## src/rtl/dwf_pkg.sv

```systemverilog
// Package for the duplicate word filter: sizes, the separator byte, the state
// encoding and the control bundle broadcast to the word cells.
// No dependencies.
package dwf_pkg;

	localparam int MAX_WORDS    = 128;
	localparam int MAX_WORD_LEN = 32;
	localparam int POS_W        = $clog2(MAX_WORD_LEN);
	localparam int LEN_W        = $clog2(MAX_WORD_LEN + 1);
	localparam int CNT_W        = $clog2(MAX_WORDS + 1);
	localparam int GRP_SIZE     = 8;
	localparam int NUM_GRP      = (MAX_WORDS + GRP_SIZE - 1) / GRP_SIZE;

	localparam logic [7:0] SEP_CHAR = 8'd32;

	typedef enum logic [2:0] {
		S_IDLE,
		S_CMP,
		S_DECIDE,
		S_SEP,
		S_BYTE,
		S_MARK
	} state_t;

	typedef struct packed {
		logic             byte_en;
		logic             first;
		logic [POS_W-1:0] pos;
		logic [7:0]       char_val;
		logic             len_we;
		logic [LEN_W-1:0] cur_len;
	} cell_ctl_t;

endpackage

```

## src/rtl/dwf_cell.sv

```systemverilog
// One word cell of the filter chain: holds one stored word and its length,
// tracks whether the current word matches it, and passes the hit to its neighbor.
// Depends on dwf_pkg.
module dwf_cell (
	input  logic               clk,
	input  logic               arst_n,
	input  dwf_pkg::cell_ctl_t ctl,
	input  logic               wsel,
	input  logic               valid,
	input  logic               hit_in,
	output logic               hit_out
);

	logic [7:0]                  word_q [dwf_pkg::MAX_WORD_LEN];
	logic [dwf_pkg::LEN_W-1:0]   len_q;
	logic                        match_q;
	logic                        byte_eq;

	assign byte_eq = (word_q[ctl.pos] == ctl.char_val);

	always_ff @(posedge clk) begin
		if (ctl.byte_en && wsel) begin
			word_q[ctl.pos] <= ctl.char_val;
		end
		if (ctl.len_we && wsel) begin
			len_q <= ctl.cur_len;
		end
	end

	always_ff @(posedge clk or negedge arst_n) begin
		if (!arst_n) begin
			match_q <= 1'b0;
		end else if (ctl.byte_en) begin
			match_q <= (ctl.first | match_q) & byte_eq;
		end
	end

	// The stored length must agree too, so stale bytes past it never count.
	assign hit_out = hit_in | (valid & match_q & (len_q == ctl.cur_len));

endmodule

```

## config.mk

```make
export PLATFORM = sky130hd
export DESIGN_NAME = dwf_cell
export DESIGN_NICKNAME = d
export VERILOG_FILES = /design/src/rtl/dwf_pkg.sv /design/src/rtl/dwf_cell.sv
export SDC_FILE = /design/constraint.sdc
export NUM_CORES = 1
export LEC_CHECK = 0
export BUFFER_PORTS_ARGS = -buffer_cell sky130_fd_sc_hd__buf_4
export CORE_ASPECT_RATIO = 1.5
export CORE_MARGIN = 2
export CORE_UTILIZATION = 40
export CTS_BUF_LIST = sky130_fd_sc_hd__clkbuf_8
export DETAILED_ROUTE_END_ITERATION = 7
export GPL_ROUTABILITY_DRIVEN = 0
export SKIP_LAST_GASP = 1
export SYNTH_ARGS = -nofsm -noshare
export SYNTH_HDL_FRONTEND = slang
export SYNTH_SLANG_ARGS = --single-unit
```

## constraint.sdc

```tcl
create_clock -name clk -period 2.2 [get_ports clk]
set_input_delay 0.44 -clock clk [delete_from_list [all_inputs] [get_ports clk]]
set_output_delay 0.44 -clock clk [all_outputs]
set_load 0.01 [all_outputs]
```

==> impl_metrics.ini, run 1 <==
[run_status]
status = finished, violations left
violations = negative setup slack

[min_path]
min_path_cells = 1
min_path_type = primary input to flop

[worst_setup_path]
crit_start = ctl[15]
cp.required_ns = 2.66
endpoint_kind = flop
rrSetupSlack_ns = 0.05
critPathKind = primary input to flop
path_cells = buf_4, buf_4, or4b_4, buf_4, o22ai_2, nor4_2, and3_1, nor4_4, nand4_1, a21oi_1
worstRegToRegCells = 8
regToRegStartpoint = word_q[19][0]
cpMostUsedCell = buf_4
arrival_ns = 2.68
cp-start-kind = primary input
cp_slowest_cell = or4b_4
crit_fanout = 11
critical_path.max_stage_delay_ns = 0.54
rr_endpoint = match_q
endpoint = match_q

[logic_synthesis]
synth_area_leader_cell = edfxtp_1
synth-main-ff-cell = edfxtp_1
ys_top_cells_by_area = edfxtp_1, mux2i_1, o22ai_1, nor4_1, nor2_1
ys_types = 33
synth_top_area_frac = 0.750
yosysSeqAreaShare = 0.752
synth_enable_flop_cells = 262
netlist_area_um2 = 10500
netlist_instances = 602
syn_nets = 629
syn_area_per_cell_um2 = 17.4
ys_ff_latch = 263
ys_warn_count = 0
async_reset_ff_frac = 0.00380

[routing]
first_iter_violations = 556
vias = 6194
wl_met1_um = 10100
route.detailed.drc = 0
vias_per_cell = 5.56
wire_per_inst_um = 24.9
routed-wl-met3_um = 1470
wl_met2_um = 14700
dr.pass1.iters = 6
highest_layer = met4
routed_wl_um = 27700
ant_nets = 0

[flow_run]
cap_violations = 0

[sta]
fmax_ghz = 0.449
layout_setup_ws_ns = -0.0278
fin_crit_ns = 2.23
slew_violations = 0
fin_crit_sh = 1.01
rsz0062_at_grt = yes
skew_ns = 0.00871
finalHoldViolations = 0
tns_ns = -0.0278
setup_violations = 1
worst_pin_slew_ns = 0.544
relSlewSlack = 0.634

[global_route]
grt_pass1_wl_um = 39800
grt_max_degree = 35
grt_use_total = 0.202
grt-ovfl-total = 0
antenna_found_initial = 0
grt_pass1_vias = 6322

[power_and_ir_drop]
pwr-share-clk = 0.357
power_uw = 9690
p_switching_uw = 2160
pwr-share-seq = 0.574
vdd_drop_max_uv = 416
p_int_uw = 7530
p_comb_frac = 0.069
power_leakage_uw = 0.00456
p_per_area_nw_per_um2 = 764
switching_share = 0.223

[die]
core_um2 = 25800
ios = 28
die_area_um2 = 27600
die_y_um = 202
start_util = 0.407
std_cell_rows = 72
die_width_um = 136

[clock_network]
cts_tree = built
numCtsBuffers = 36
clock_latency_ns = 0.53
clk_pin_slew_ns = 0.07
cts_sinks = 263
htreeDepth = 2
cts_root_buf = clkbuf_8
clk_path_buf_depth = 3

[layout]
drive_gt1_frac = 0.281
antenna_cells = 0
area_growth_pct = 20.9
fin_nets = 783
design_area_um2 = 12700
utilization = 0.492

[placed_design]
placed_cell_area_um2 = 11900
post-place-ws_ns = -0.858
hpwl_um = 19000
place.port_buffers = 27
-- per-layer routing --
metal  track usage  vias to the layer above
met5             0                        -
li1              -                     2760
met3        0.0293                       70
met1         0.230                     3113
met2         0.356                      251
met4         0.117                        0
-- Yosys cell counts (all sizes together), types with 5 or more instances --
master,number
nand4b,5
nor4,20
o22ai,64
nor3,5
clkbuf,6
edfxtp,262
mux2i,128
and3,8
nor2,30
nand4bb,5
a21oi,10
buf,29
-- flip-flops by register name, indices dropped and copies added, names as in the netlist --
| register | count |
|---|---|
| len_q | 6 |
| match_q | 1 |
| word_q | 256 |
-- worst min-delay path by stage --
stage | from | to | slack (ns)
finish | ctl[1] | len_q[1] | 0.1
global route | ctl[1] | len_q[1] | 0.09
CTS | ctl[1] | len_q[1] | 0.08
detailed placement | arst_n | match_q | 0.22
global placement | arst_n | match_q | 0.22
floorplan | arst_n | match_q | 0.14
-- cell usage in the layout, fill, tap and decap left out, types with 2 or more instances in the layout --
cell	synthesis	routed
or3_1	2	2
clkinv_1	0	10
buf_4	1	143
nor4_4	0	2
nand4_1	3	3
mux2i_1	128	127
nor4_1	19	12
xnor2_1	4	4
clkbuf_8	0	37
or4b_4	2	3
nand4bb_1	5	5
clkinv_2	0	7
nand2_1	4	4
nand3b_1	2	2
a21oi_1	10	10
nand3_1	2	2
nor3_2	0	3
o22ai_2	2	2
clkinvlp_4	0	3
nand4b_1	4	4
inv_1	0	6
or3b_2	2	2
edfxtp_1	262	262
nor2_1	30	30
nor4_2	1	6
o22ai_1	62	62
and3_1	8	8
xor2_1	2	2
buf_12	0	7
-- power groups by stage --
stage                     registers (uW)  clock network (uW)  logic, uW
after global routing                5560                3730        699
after CTS                           5560                3530        649
final                               5560                3460        667
after floorplan                     5670                   0        300
after global placement              5670                   0        628
after detailed placement            5670                   0        640
-- timing repair --
| item | 4_1_cts | 5_1_grt |
|---|---|---|
| endpoints found under the hold margin | 1 | 0 |
| buffers inserted | 0 | 0 |
| setup endpoints to repair | 1 | 2 |
| resized for setup | 4 | 10 |
| pin swaps | 0 | 0 |
| hold buffers | 1 | 0 |
-- logic make-up after synthesis --
logic type / after synthesis / synth area share
AOI/OAI and AO/OA: 75 / 0.0451
xor gates and xnor gates: 6 / 0.00501
buffers and inverters: 35 / 0.0191
DFF: 263 / 0.752
muxes: 128 / 0.122
and+or+nand+nor: 95 / 0.0563
-- per-stage QoR --
stage / hold slack, ns / cells
3_3_place_gp: 0.221 / 1050
5_1_grt: 0.0903 / 1115
3_5_place_dp: 0.216 / 1050
2_1_floorplan: 0.144 / 602
6_report: 0.0997 / 1115
4_1_cts: 0.0786 / 1115
-- cell type report --
| class | count | area [um^2] |
|---|---|---|
| Clock buffer | 37 | 509 |
| Clock inverter | 27 | 148 |
| Fill cell | 2181 | 13100 |
| Multi-Input combinational cell | 304 | 2490 |
| Sequential cell | 263 | 7890 |
| Tap cell | 333 | 417 |
| Timing Repair Buffer | 151 | 1220 |
-- worst max-delay path, delay by kind of cell --
kind	cells	cell delay, ns
AO/OA/AOI/OAI	2	0.42
AND/OR/NAND/NOR	5	1.32
buffers and inverters	3	0.50
(Power assumes the default switching activity.)
==> run 2, diff against run 1 <==
Settings changed: CTS_BUF_LIST sky130_fd_sc_hd__clkbuf_8 to sky130_fd_sc_hd__clkbuf_16.
==> run 2 against run 1 <==
Effect of this change:
- the flow now finishes without violations
- critical path depth unchanged
- clock power rose by 13%
- critical endpoint unchanged
- highest routed layer unchanged
- via count down 0.89%
- non-clock buffer count increased by 1
- setup slack better by 0.077 ns
- sequential share of layout area is 0.41 points lower
- combinational power about the same
- cell count fell by 2.0%
- sequential power hardly changed
- count of clock-buffer cells in the layout shrank 14
- power up 4.6%
- die area unchanged
==> impl_metrics.ini, run 2 (synthesized netlist as in run 1, its figures left out) <==
[worst_setup_path]
path_cells = buf_4, buf_4, or4b_4, buf_4, o22ai_2, nor4_2, and3_1, nor4_4, nand4_1, a21oi_1
rrSetupSlack_ns = 0.10
endpoint_kind = flop
cp_slowest_cell = or4b_4
cpMostUsedCell = buf_4
cp.required_ns = 2.64
crit_fanout = 11
cp-start-kind = primary input
regToRegStartpoint = word_q[19][0]
arrival_ns = 2.59
critPathKind = primary input to flop
crit_family = simple AND/OR/NAND/NOR gates
path_buf_inv = 3
worstRegToRegCells = 8
rr_endpoint = match_q
critical_path.max_stage_delay_ns = 0.48

[layout]
largest_register = word_q
final_common_cell = edfxtp_1
fin_nets = 771
largest_reg_flops = 256
drive_gt1_frac = 0.278
seqCellArea_um2 = 7890
mostFrequentLayoutCells = edfxtp_1, buf_4, mux2i_1
area_growth_pct = 21.7
multiInputGateArea_um2 = 2510
nFillCells = 2170
instances_no_fill = 1093
reg_top3 = word_q (256), len_q (6), match_q (1)
antenna_cells = 0

[clock_network]
cts_tree = built
htreeDepth = 1
clk_path_buf_depth = 3
clock_latency_ns = 0.51
clk_pin_slew_ns = 0.07
cts_sinks = 263
cts_root_buf = clkbuf_16
numCtsBuffers = 23

[die]
core_um2 = 25800
start_util = 0.407
die_area_um2 = 27600
std_cell_rows = 72
die_width_um = 136
die_y_um = 202
ios = 28

[placed_design]
place.port_buffers = 27
dp_cells = 1050
hpwl_um = 19000

[routing]
first_iter_violations = 564
ant_nets = 0
wire_per_inst_um = 25.3
dr.pass1.iters = 5
vias = 6139
vias_per_cell = 5.62
route.detailed.drc = 0
routed_wl_um = 27700

[power_and_ir_drop]
p_per_area_nw_per_um2 = 793
vdd_drop_max_uv = 570
power_leakage_uw = 0.00456
power_uw = 10100

[sta]
fin_crit_ns = 2.15
worst_pin_slew_ns = 0.529
rsz0062_at_grt = yes
slew_violations = 0
relSlewSlack = 0.644
setup_violations = 0
skew_ns = 0.0102
fmax_ghz = 0.465
fin_crit_sh = 0.977
finalHoldViolations = 0

[global_route]
antenna_found_initial = 0
grt_pass1_vias = 6241
grt_use_total = 0.201
grt_pass1_wl_um = 40200
grt-ovfl-total = 0
grt_max_degree = 35

[run_status]
status = finished, final reports clean

[flow_run]
cap_violations = 0

[min_path]
min_path_cells = 1
min_from = ctl[1]
min_path_type = primary input to flop
holdPathEnd = len_q[1]
## run 2: metrics by stage
step | cell area, um^2 | setup WS [ns] | util | TNS, ns | hold slack (ns)
after floorplan | 10500 | -0.0290 | - | -1.56 | 0.144
after global placement | 11900 | -0.856 | 0.463 | -0.856 | 0.221
after detailed placement | 11900 | -0.858 | 0.463 | -0.858 | 0.216
after CTS | 12700 | 0.00980 | 0.493 | 0 | 0.100
after global routing | 12800 | -0.0144 | 0.496 | -0.0144 | 0.104
final | 12800 | 0.0497 | 0.496 | 0 | 0.117
## run 2: worst max-delay path by stage
stage          startpoint       endpoint  slack (ns)  cells after the start
4_1_cts           ctl[15]        match_q        0.01                      9
6_report          ctl[15]        match_q        0.05                     10
2_1_floorplan     ctl[16]  word_q[28][0]       -0.03                      6
3_5_place_dp      ctl[16]        match_q       -0.86                     10
3_3_place_gp      ctl[16]        match_q       -0.86                     10
5_1_grt           ctl[16]        match_q       -0.01                     10
## run 2: cell type report
| cell class | instances | area share |
|---|---|---|
| clock buffer | 23 | 0.0451 |
| clock inverter | 18 | 0.0114 |
| multi-input combinational | 304 | 0.196 |
| sequential | 263 | 0.618 |
| tap | 333 | 0.0326 |
| timing repair buffer | 152 | 0.0964 |
## run 2: report_power, final
group	total (uW)	switching, uW	internal [uW]
registers	5560	12.5	5550
logic	670	389	281
clock network	3900	1750	2150
## run 2: layer usage
metal,GRT usage,vias to the layer above,share of wire
met2,0.356,247,0.52
met1,0.237,3088,0.37
met5,0,-,0
met4,0.109,0,0.057
li1,-,2724,-
met3,0.0203,80,0.050
## run 2: repair_timing
item | 4_1_cts | 5_1_grt
endpoints found under the setup margin | 1 | 2
gates resized for setup | 5 | 12
pin swaps | 0 | 1
hold endpoints to repair | 1 | 0
hold buffers | 1 | 0
buffers inserted | 0 | 1
## run 2: worst reg2reg max path, stage by stage, from the launching register on
cell      delay (ns)
edfxtp_1        0.37
mux2i_1         0.25
o22ai_1         0.14
buf_4           0.17
nor4_4          0.33
a21oi_1         0.16
nor4_4          0.27
nand4_1         0.17
a21oi_1         0.18
==> run 3, diff against run 2 <==
Settings changed: ABC_AREA set to 1, SKIP_CTS_REPAIR_TIMING set to 1.
==> run 3 against run 2 <==
Effect of this change:
- core utilization decreased by 1.7 points
- via count increased by 23%
- sequential cell count unchanged
- sequential share of layout area decreased by 1.2 points
- clock power increased by 7.4%
- wire length increased by 2.4%
- combinational power increased by 10%
- cell count increased by 34%
- area after synthesis increased by 5.5%
- register-to-register slack improved by 0.37 ns
- critical path type is now flop to output port
- critical path depth decreased by 4
==> impl_metrics.ini, run 3 <==
[routing]
routed_wl_um = 28400
route.detailed.drc = 0
wire_per_inst_um = 19.3
ant_nets = 0
vias_per_cell = 5.12
dr.pass1.iters = 5
first_iter_violations = 686
vias = 7526

[worst_setup_path]
cp.required_ns = 1.76
endpoint_kind = output port
cp_slowest_cell = edfxtp_1
cp.depth = 6
crit_fanout = 2
cp-start-kind = flop
path_cells = inv_1, o22ai_1, a211oi_1, nand4_1, o21bai_1, buf_4
crit_family = compound AO/OA/AOI/OAI gates
critPathKind = flop to output port
path_buf_inv = 2
worstRegToRegCells = 15
arrival_ns = 1.59
critical_path.max_stage_delay_ns = 0.36

[logic_synthesis]
synth_top_area_frac = 0.711
synth_enable_flop_cells = 262
post_synth_most_frequent_cells = nand2_1, edfxtp_1, nand3_1
ys_types = 21
ys_ff_latch = 263
synth_area_leader_cell = edfxtp_1
ys_warn_count = 0
ys_top_cells_by_area = edfxtp_1, nand2_1, nand3_1, nor2_1, nand4_1
netlist_instances = 1012
yosysSeqAreaShare = 0.713
synth.most_common_cell = nand2_1
async_reset_ff_frac = 0.00380
synth-main-ff-cell = edfxtp_1
syn_area_per_cell_um2 = 10.9
netlist_area_um2 = 11100
syn_nets = 1039

[sta]
slew_violations = 0
tns_ns = 0
skew_ns = 0.00452
worst_pin_slew_ns = 0.416
fin_crit_sh = 0.923
fmax_ghz = 0.493
finalHoldViolations = 0
relSlewSlack = 0.722
setup_violations = 0
fin_crit_ns = 2.03
fin_hold_ws_ns = 0.107
rsz0062_at_grt = no

[layout]
mostFrequentLayoutCells = nand2_1, edfxtp_1, buf_4
fin_nets = 1139
antenna_cells = 0
largest_reg_flops = 256
area_growth_pct = 17.7
reg_top3 = word_q (256), len_q (6), match_q (1)
largest_register = word_q
design_area_um2 = 13000
drive_gt1_frac = 0.148
final_common_cell = nand2_1

[min_path]
min_path_type = primary input to flop
min_path_cells = 1

[die]
die_width_um = 140
ios = 28
start_util = 0.406
std_cell_rows = 74
die_y_um = 208
die_area_um2 = 29000
core_um2 = 27200

[power_and_ir_drop]
pwr-share-seq = 0.530
pwr-share-clk = 0.399
power_leakage_uw = 0.00516
p_per_area_nw_per_um2 = 805
power_uw = 10500
vdd_drop_max_uv = 479
p_int_uw = 8200
switching_share = 0.219
p_switching_uw = 2290
p_comb_frac = 0.070

[global_route]
grt_pass1_vias = 7591
grt_max_degree = 55
grt_pass1_wl_um = 43300
antenna_found_initial = 0
grt_use_total = 0.194
grt-ovfl-total = 0

[run_status]
status = finished, final reports clean

[clock_network]
clk_pin_slew_ns = 0.06
clock_latency_ns = 0.52
clk_path_buf_depth = 3
cts_tree = built
cts_root_buf = clkbuf_16
numCtsBuffers = 24
htreeDepth = 1
cts_sinks = 263

[placed_design]
place.port_buffers = 27
placed_cell_area_um2 = 12200
hpwl_um = 18600

[flow_run]
cap_violations = 0
[run 3: per-stage QoR]
stage / cells / utilization / setup WS [ns]
floorplan: 1012 / - / 0.220
global placement: 1427 / 0.449 / -0.0939
detailed placement: 1427 / 0.449 / -0.114
CTS: 1469 / 0.478 / 0.134
global route: 1470 / 0.478 / 0.0658
finish: 1470 / 0.478 / 0.170
[run 3: path summary, 6_finish.rpt]
path	startpoint	slack, ns	endpoint
min in group asynchronous	arst_n	0.24	match_q
max in group asynchronous	arst_n	1.88	match_q
hold reg to reg	match_q	0.54	match_q
setup / recovery	len_q[0]	0.17	hit_out
hold / removal	ctl[5]	0.11	len_q[5]
setup reg to reg	word_q[13][3]	0.47	match_q
[run 3: area by class of cell]
cell class,count,area (um^2)
Fill cell,2496,14200
Sequential cell,263,7890
Clock buffer,25,626
Timing Repair Buffer,121,1010
Multi-Input combinational cell,673,2800
Clock inverter,17,158
Inverter,29,109
Tap cell,342,428
[run 3: routing by layer]
layer / wire (um) / vias up / global-route usage
met1: 11200 / 3637 / 0.233
li1: - / 3620 / -
met2: 14800 / 206 / 0.354
met5: 0 / - / 0
met4: 1070 / 0 / 0.0776
met3: 1270 / 63 / 0.0217
[run 3: kinds of logic (layout without fill, tap and decap cells)]
logic type      Yosys count  after routing  share of synthesized area
xor+xnor                  2              2                    0.00158
simple gates            665            665                      0.248
flops                   263            263                      0.713
buf+inv                  76            192                     0.0335
compound gates            6              6                    0.00328
[run 3: power by group through the flow]
| stage | clock (uW) | sequential, uW | combinational (uW) |
|---|---|---|---|
| after global routing | 4410 | 5560 | 811 |
| final | 4190 | 5560 | 739 |
| after detailed placement | 0 | 5670 | 740 |
| after floorplan | 0 | 5670 | 380 |
| after global placement | 0 | 5670 | 732 |
| after CTS | 4250 | 5560 | 742 |
